File: src/rdwr_pkg.sv
package rdwr_pkg;

	// Deck geometry: one card per entry, cards are entry indexes.
	localparam int DECK_DEPTH = 256;
	localparam int IDX_W      = $clog2(DECK_DEPTH);
	localparam int CNT_W      = $clog2(DECK_DEPTH + 1);
	localparam int CARD_W     = 8;

	// Random generator width and constants.
	localparam int SEED_W = 31;
	localparam logic [SEED_W-1:0] LCG_MUL = 31'd1103515245;
	localparam logic [SEED_W-1:0] LCG_ADD = 31'd12345;

	// Iteration count of the remainder unit, one dividend bit per cycle.
	localparam int MOD_STEPS = SEED_W;
	localparam int STEP_W    = $clog2(MOD_STEPS + 1);

	// Configuration register indexes.
	localparam int CFG_IDX_W = 1;
	localparam logic [CFG_IDX_W-1:0] REG_DECK_SIZE  = 1'd0;
	localparam logic [CFG_IDX_W-1:0] REG_START_SEED = 1'd1;

	// Control from the sequencer to the remainder unit.
	typedef struct packed {
		logic start;
	} mod_ctrl_t;

	// Status from the remainder unit back to the sequencer.
	typedef struct packed {
		logic busy;
		logic done;
	} mod_stat_t;

endpackage

File: src/random_draw_without_replacement_core.sv
// Urn draw without replacement. The deck holds the cards 0 to deck_size-1; each
// transfer on the input channel yields exactly one transfer on the output channel
// carrying the most recently drawn card and a flag that is high when a trigger
// found the deck empty and refilled it. A triggered item steps a 31-bit linear
// congruential generator, then reduces the new state modulo the remaining card
// count in a bit-serial remainder unit (one dividend bit per step), then reads
// the chosen card and the last card through the read port of the deck memory and
// writes the last card into the hole, before the result goes to the output
// register. An item without trigger goes straight to the done state. The input is
// taken again as soon as the result sits in the output register; no new item is
// taken while one is in flight. A refill, by restart, by an empty deck or by a
// deck_size write, clears the per-entry valid bits at once, and an entry not yet
// rewritten reads as its index.
module random_draw_without_replacement_core
	import rdwr_pkg::*;
(
	input  logic                 clk,
	input  logic                 arst_n,
	// Configuration write port.
	input  logic                 cfg_we,
	input  logic [CFG_IDX_W-1:0] cfg_index,
	input  logic [SEED_W-1:0]    cfg_data,
	// Input channel.
	input  logic                 in_valid,
	output logic                 in_ready,
	input  logic                 trigger,
	input  logic [SEED_W-1:0]    reseed_value,
	input  logic                 restart,
	// Output channel.
	output logic                 out_valid,
	input  logic                 out_ready,
	output logic [CARD_W-1:0]    drawn_value,
	output logic                 refilled
);

	typedef enum logic [2:0] {
		ST_IDLE,
		ST_LCG,
		ST_MOD_START,
		ST_MOD_WAIT,
		ST_RD_POS,
		ST_RD_LAST,
		ST_WRITE,
		ST_DONE
	} state_t;

	state_t               state_q;
	logic [CNT_W-1:0]     deck_size_q;
	logic [CNT_W-1:0]     remaining_q;
	logic [SEED_W-1:0]    random_state_q;
	logic [SEED_W-1:0]    reseed_q;
	logic [IDX_W-1:0]     last_drawn_q;
	logic [IDX_W-1:0]     pos_q;
	logic                 refilled_q;
	logic [DECK_DEPTH-1:0] valid_q;
	logic                 out_valid_q;
	logic [CARD_W-1:0]    drawn_value_q;
	logic                 out_refilled_q;

	logic [IDX_W-1:0]     mem_q [DECK_DEPTH];
	logic [IDX_W-1:0]     mem_rd_q;
	logic [IDX_W-1:0]     rd_addr;
	logic                 mem_we;

	logic [SEED_W-1:0]    lcg_next;
	logic [IDX_W-1:0]     last_idx;
	logic [IDX_W-1:0]     pos_card;
	logic [IDX_W-1:0]     last_card;
	logic [CNT_W-1:0]     rem_eff;
	logic                 empty_hit;
	logic [CNT_W-1:0]     cfg_size;
	logic                 out_load;

	mod_ctrl_t            mod_ctrl;
	mod_stat_t            mod_stat;
	logic [IDX_W-1:0]     mod_rem;

	// Generator step; only the low 31 bits of the product are kept.
	assign lcg_next = random_state_q * LCG_MUL + LCG_ADD;

	// Deck addressing. A card that was never rewritten since the last refill is its index.
	assign last_idx  = IDX_W'(remaining_q - 1'b1);
	assign pos_card  = valid_q[pos_q] ? mem_rd_q : pos_q;
	assign last_card = valid_q[last_idx] ? mem_rd_q : last_idx;
	assign rd_addr   = (state_q == ST_RD_POS) ? pos_q : last_idx;
	assign mem_we    = (state_q == ST_WRITE);

	// Count seen by the trigger after an optional restart refill.
	assign rem_eff   = restart ? deck_size_q : remaining_q;
	assign empty_hit = trigger && (rem_eff == '0);

	// Deck size write: only the low CNT_W bits count; a zero there is ignored, larger values saturate at DECK_DEPTH.
	assign cfg_size = (cfg_data[CNT_W-1:0] > CNT_W'(DECK_DEPTH)) ?
		CNT_W'(DECK_DEPTH) : cfg_data[CNT_W-1:0];

	// The output register takes a new result when it is empty or being emptied.
	assign out_load = (state_q == ST_DONE) && (!out_valid_q || out_ready);

	assign mod_ctrl.start = (state_q == ST_MOD_START);

	rdwr_modulo u_modulo (
		.clk       (clk),
		.arst_n    (arst_n),
		.ctrl      (mod_ctrl),
		.dividend  (random_state_q),
		.divisor   (remaining_q),
		.stat      (mod_stat),
		.remainder (mod_rem)
	);

	// Deck memory: one registered read per cycle, plus one write when mem_we is high.
	always_ff @(posedge clk) begin
		if (mem_we) begin
			mem_q[pos_q] <= last_card;
		end
		mem_rd_q <= mem_q[rd_addr];
	end

	// Sequencer, deck bookkeeping, configuration and output register.
	always_ff @(posedge clk or negedge arst_n) begin
		if (!arst_n) begin
			state_q        <= ST_IDLE;
			deck_size_q    <= CNT_W'(1);
			remaining_q    <= CNT_W'(1);
			random_state_q <= SEED_W'(1);
			reseed_q       <= '0;
			pos_q          <= '0;
			last_drawn_q   <= '0;
			valid_q        <= '0;
			refilled_q     <= 1'b0;
			out_valid_q    <= 1'b0;
			out_refilled_q <= 1'b0;
			drawn_value_q  <= '0;
		end else begin
			if (out_ready && !out_load) begin
				out_valid_q <= 1'b0;
			end
			unique case (state_q)
				ST_IDLE: begin
					if (in_valid) begin
						reseed_q   <= reseed_value;
						refilled_q <= empty_hit;
						if (restart || empty_hit) begin
							valid_q     <= '0;
							remaining_q <= deck_size_q;
						end
						state_q <= trigger ? ST_LCG : ST_DONE;
					end
				end
				ST_LCG: begin
					random_state_q <= lcg_next;
					state_q        <= ST_MOD_START;
				end
				ST_MOD_START: begin
					state_q <= ST_MOD_WAIT;
				end
				ST_MOD_WAIT: begin
					if (mod_stat.done) begin
						pos_q   <= mod_rem;
						state_q <= ST_RD_POS;
					end
				end
				ST_RD_POS: begin
					state_q <= ST_RD_LAST;
				end
				ST_RD_LAST: begin
					last_drawn_q <= pos_card;
					state_q      <= ST_WRITE;
				end
				ST_WRITE: begin
					valid_q[pos_q] <= 1'b1;
					remaining_q    <= remaining_q - 1'b1;
					if (reseed_q != '0) begin
						random_state_q <= reseed_q;
					end
					state_q <= ST_DONE;
				end
				ST_DONE: begin
					if (out_load) begin
						out_valid_q    <= 1'b1;
						drawn_value_q  <= CARD_W'(last_drawn_q);
						out_refilled_q <= refilled_q;
						state_q        <= ST_IDLE;
					end
				end
				default: begin
					state_q <= ST_IDLE;
				end
			endcase
			// The user must write registers only while the block is idle; the block itself does not enforce it.
			if (cfg_we) begin
				if (cfg_index == REG_DECK_SIZE) begin
					if (cfg_data[CNT_W-1:0] != '0) begin
						deck_size_q <= cfg_size;
						remaining_q <= cfg_size;
						valid_q     <= '0;
					end
				end else if (cfg_index == REG_START_SEED) begin
					random_state_q <= cfg_data;
				end
			end
		end
	end

	assign in_ready    = (state_q == ST_IDLE);
	assign out_valid   = out_valid_q;
	assign drawn_value = drawn_value_q;
	assign refilled    = out_refilled_q;

	// The block does not take input in the cycle after a transfer.
	a_busy_after_accept: assert property (@(posedge clk) disable iff (!arst_n)
		in_valid && in_ready |=> !in_ready)
		else $error("input taken on consecutive cycles");

	// The remaining count never exceeds the deck depth.
	a_remaining_bound: assert property (@(posedge clk) disable iff (!arst_n)
		remaining_q <= CNT_W'(DECK_DEPTH))
		else $error("remaining count above deck depth");

	// The chosen position always lies inside the remaining cards.
	a_pos_in_deck: assert property (@(posedge clk) disable iff (!arst_n)
		mod_stat.done |-> (CNT_W'(mod_rem) < remaining_q))
		else $error("drawn position outside remaining cards");

	// The remainder unit is never restarted while it is still stepping.
	a_mod_start_idle: assert property (@(posedge clk) disable iff (!arst_n)
		mod_ctrl.start |-> !mod_stat.busy)
		else $error("remainder unit started while busy");

endmodule

File: src/rdwr_modulo.sv
module rdwr_modulo
	import rdwr_pkg::*;
(
	input  logic              clk,
	input  logic              arst_n,
	input  mod_ctrl_t         ctrl,
	input  logic [SEED_W-1:0] dividend,
	input  logic [CNT_W-1:0]  divisor,
	output mod_stat_t         stat,
	output logic [IDX_W-1:0]  remainder
);

	logic [SEED_W-1:0] dividend_q;
	logic [CNT_W-1:0]  rem_q;
	logic [STEP_W-1:0] steps_q;
	logic              busy_q;
	logic              done_q;
	logic [CNT_W-1:0]  trial;
	logic [CNT_W-1:0]  next_rem;

	// One restoring step: bring down the next dividend bit and subtract if it fits.
	// The partial remainder stays below the divisor, so it fits in IDX_W bits.
	always_comb begin
		trial = {rem_q[IDX_W-1:0], dividend_q[SEED_W-1]};
		if (trial >= divisor) begin
			next_rem = trial - divisor;
		end else begin
			next_rem = trial;
		end
	end

	// Step sequencer: loads on start, runs MOD_STEPS steps, pulses done.
	always_ff @(posedge clk or negedge arst_n) begin
		if (!arst_n) begin
			busy_q  <= 1'b0;
			done_q  <= 1'b0;
			steps_q <= '0;
		end else begin
			done_q <= 1'b0;
			if (ctrl.start) begin
				busy_q  <= 1'b1;
				steps_q <= STEP_W'(MOD_STEPS);
			end else if (busy_q) begin
				steps_q <= steps_q - 1'b1;
				if (steps_q == STEP_W'(1)) begin
					busy_q <= 1'b0;
					done_q <= 1'b1;
				end
			end
		end
	end

	// Datapath registers.
	always_ff @(posedge clk) begin
		if (ctrl.start) begin
			dividend_q <= dividend;
			rem_q      <= '0;
		end else if (busy_q) begin
			dividend_q <= {dividend_q[SEED_W-2:0], 1'b0};
			rem_q      <= next_rem;
		end
	end

	assign stat.busy = busy_q;
	assign stat.done = done_q;
	assign remainder = rem_q[IDX_W-1:0];

endmodule
File: config.mk
export PLATFORM = sky130hd
export DESIGN_NAME = random_draw_without_replacement_core
export DESIGN_NICKNAME = d
export VERILOG_FILES = /design/src/rdwr_pkg.sv /design/src/random_draw_without_replacement_core.sv /design/src/rdwr_modulo.sv
export SDC_FILE = /design/constraint.sdc
export NUM_CORES = 2
export LEC_CHECK = 0
export ABC_AREA = 1
export BUFFER_PORTS_ARGS = -buffer_cell sky130_fd_sc_hd__buf_2
export CAP_MARGIN = 20
export CELL_PAD_IN_SITES_DETAIL_PLACEMENT = 0
export CELL_PAD_IN_SITES_GLOBAL_PLACEMENT = 1
export CORE_ASPECT_RATIO = 1.2
export CORE_MARGIN = 2
export CORE_UTILIZATION = 45
export CTS_CLUSTER_DIAMETER = 60
export DETAILED_ROUTE_END_ITERATION = 8
export GPL_TIMING_DRIVEN = 1
export PLACE_DENSITY_LB_ADDON = 0.08
export SYNTH_ARGS = -nofsm -noshare
export SYNTH_HDL_FRONTEND = slang
export SYNTH_SLANG_ARGS = --single-unit
File: constraint.sdc
create_clock -name clk -period 6.6 [get_ports clk]
set_clock_uncertainty 0.15 [all_clocks]
set_input_delay 1.32 -clock clk [delete_from_list [all_inputs] [get_ports clk]]
set_output_delay 1.32 -clock clk [all_outputs]
set_load 0.03 [all_outputs]
==> reports/results.ini <==
[setup_path]
r2r_end = random_state_q[28]
path_class = register to register
cp-end-kind = register
reg2regPathDepth = 25
cp-start-kind = register
arrival_ns = 6.98
path_max_fanout = 4
reg2reg_from = random_state_q[6]
r2r_slack_ns = 0.22
critPathRequiredTime_ns = 7.21

[min_path]
hp-class = primary input to asynchronous set/reset pin

[clock_tree]
cts_tree = yes
cts-root-buf = clkbuf_16
htree_levels = 5
clk_latency_ns = 0.88
ctsLongestPathBuffers = 4
clock-sinks = 2468
cts_hold_buf = 0
clkTransAtPathRegs_ns = 0.07
numCtsBuffers = 278

[place]
place_congestion = 0.911
port_buffers = 80
dp_hpwl_mm = 270

[floorplan]
rows = 208
die_y_um = 572
die_area_mm2 = 0.273
core-area_mm2 = 0.268
ioPinCount = 81
die_w_um = 477
initial_core_util = 0.452

[timing]
hold_viol_final = 0
min_period_ns = 6.38
slew_violations = 0
slew_headroom = 0.184
worst_pin_slew_ns = 1.22
max_freq_mhz = 157
fin_crit_sh = 0.966
setup_violations = 0
rsz0062_at_grt = true

[run_status]
status = finished clean

[routing]
first_iter_violations = 8705
drt_wl_total_mm = 428
vias = 90469
avgViaCountPerCell = 5.44
first_pass_iters = 7
detail-route-antenna-nets = 0
drcViolationCount = 0
wire_per_inst_um = 25.7

[synth]
ys_seq_area_frac = 0.596
syn_area_mm2 = 0.121
synth_area_per_cell_um2 = 9.46
yosysWarnings = 0
syn-num-nets = 13242
synth_edf_count = 2079
ys_seq_elements = 2468
synth.distinct_cells = 54
async_reset_ff_frac = 0.151
netlist_instances = 12786
yosys_most_used_dff = edfxtp_1

[grt]
grt_pass1_wl_mm = 618
grt_max_degree = 183
grt_overflow = 0
antenna_found_initial = 20
track_usage = 0.309
grt_pass1_vias = 87588

[cells_and_area]
drive_gt1_frac = 0.0779
area_growth_pct = 12.2
nNetsFinal = 13295
final_common_cell = nand2_1
fin_util = 0.507
most-common-layout-cells = nand2_1 (3406), inv_1 (2119), edfxtp_1 (2079)

[run]
cap_viol_max_count = 0

[synth_stat cells, types with 3 or more instances]
cell type  count  area [µm²]
o21ai_2        4        35.0
nor3_2         3        30.0
o22ai_1       10        62.6
dfrtp_1      370        9260
dfstp_2        3        78.8
or2_2          4        25.0
buf_1         36         135
o21bai_1       4        30.0
o21ai_0      505        2530
buf_2        422        2110
nand2_2        3        18.8
clkinv_1       4        15.0
buf_4         16         120
buf_6          5        56.3
nor2_1       406        1520
a21oi_1      411        2060
nor4_1         7        43.8
nand3_1     2000       10000
edfxtp_1    2079       62400
nand2_1     3435       12900
a21o_1         7        52.6
o2111ai_1      3        26.3
mux2_2        11         124
fa_1         179        3580
xor2_1        18         158
nand4_1       16         100
inv_2         16        60.1
dfxtp_1       16         320
o21ai_1       78         390
nor3_1        11        55.1
xnor2_1       20         175
o211ai_1      91         683
inv_1       2123        7970
nand3b_1       4        30.0
a31oi_1       13        81.3
ha_1         207        2590
a221oi_1       7        61.3
a22oi_1        3        22.5
clkbuf_1     215         807
[per-stage QoR]
| stage | setup WS, ns | instances | setup TNS [ns] | hold slack [ns] | instance area (µm²) |
|---|---|---|---|---|---|
| 6_report | 0.225 | 16628 | 0 | 0.255 | 136000 |
| 3_5_place_dp | -0.128 | 16111 | -0.870 | 0.317 | 127000 |
| 4_1_cts | 0.00522 | 16599 | 0 | 0.292 | 135000 |
| 3_3_place_gp | -0.190 | 16101 | -0.975 | 0.313 | 126000 |
| 5_1_grt | -0.0486 | 16622 | -0.0817 | 0.295 | 136000 |
| 2_1_floorplan | -0.255 | 12786 | -137.60 | 0.293 | 121000 |
[per-layer routing]
metal  track usage  part of all wire  vias up
met1         0.406              0.41    44672
met3        0.0452             0.065      740
met5             0          0.000061        -
li1              -                 -    41763
met4         0.120             0.043        4
met2         0.518              0.48     3290
[logic make-up after synthesis]
logic type      Yosys count  share of synthesized area
simple gates           5899                      0.205
fa+ha+maj               386                     0.0510
buf+inv                2837                     0.0932
compound gates         1144                     0.0504
flops                  2468                      0.596
xor+xnor                 40                    0.00302
mux                      12                    0.00111
[state kept, by name (all words and copies together) (netlist names)]
register             flops
u_modulo.busy_q          1
u_modulo.rem_q           8
state_q                  3
last_drawn_q             8
deck_size_q              9
random_state_q          31
mem_q                 2048
pos_q                    8
valid_q                256
out_valid                1
drawn_value              8
u_modulo.steps_q         5
u_modulo.done_q          1
refilled_q               1
reseed_q                31
u_modulo.dividend_q     31
mem_rd_q                 8
refilled                 1
remaining_q              9
[worst max-delay path: stages (launching register included)]
cell,delay [ns]
dfrtp_2,0.45
buf_4,0.16
ha_2,0.21
buf_4,0.14
fa_1,0.53
inv_1,0.06
fa_1,0.46
fa_1,0.49
inv_1,0.06
ha_1,0.27
inv_1,0.05
fa_1,0.53
inv_1,0.06
fa_1,0.46
fa_1,0.57
ha_4,0.23
a21oi_2,0.14
inv_1,0.08
a21oi_2,0.19
buf_4,0.13
nor2_1,0.05
o21ai_0,0.22
nand3_1,0.16
a21oi_1,0.15
o21ai_1,0.14
a21oi_1,0.16
[repair_timing]
| item | 4_1_cts | 5_1_grt |
|---|---|---|
| pin swaps | 0 | 14 |
| setup buffers | 0 | 2 |
| endpoints found under the setup margin | 10 | 17 |
| resized for setup | 3 | 60 |
[area by class of cell]
| class | count | area (µm²) |
|---|---|---|
| antenna | 11 | 27.5 |
| multi-input combinational | 7481 | 38200 |
| fill | 24799 | 132000 |
| clock buffer | 359 | 7600 |
| clock inverter | 129 | 1060 |
| timing repair buffer | 467 | 4240 |
| inverter | 2143 | 8060 |
| tap | 3570 | 4470 |
| sequential | 2468 | 72100 |
[how the worst max path moves through the flow]
stage                                 start            endpoint  slack (ns)
after floorplan              remaining_q[0]         mem_q[0][2]       -0.25
after global placement    random_state_q[6]  random_state_q[22]       -0.19
after detailed placement  random_state_q[6]  random_state_q[26]       -0.13
after global routing      random_state_q[6]  random_state_q[27]       -0.05
final                     random_state_q[6]  random_state_q[28]        0.22
after CTS                 random_state_q[6]  random_state_q[28]       0.005
Power is left out: the tool's default activity adds up to more than one toggle a clock period on the data nets, which glitch-free logic cannot reach.
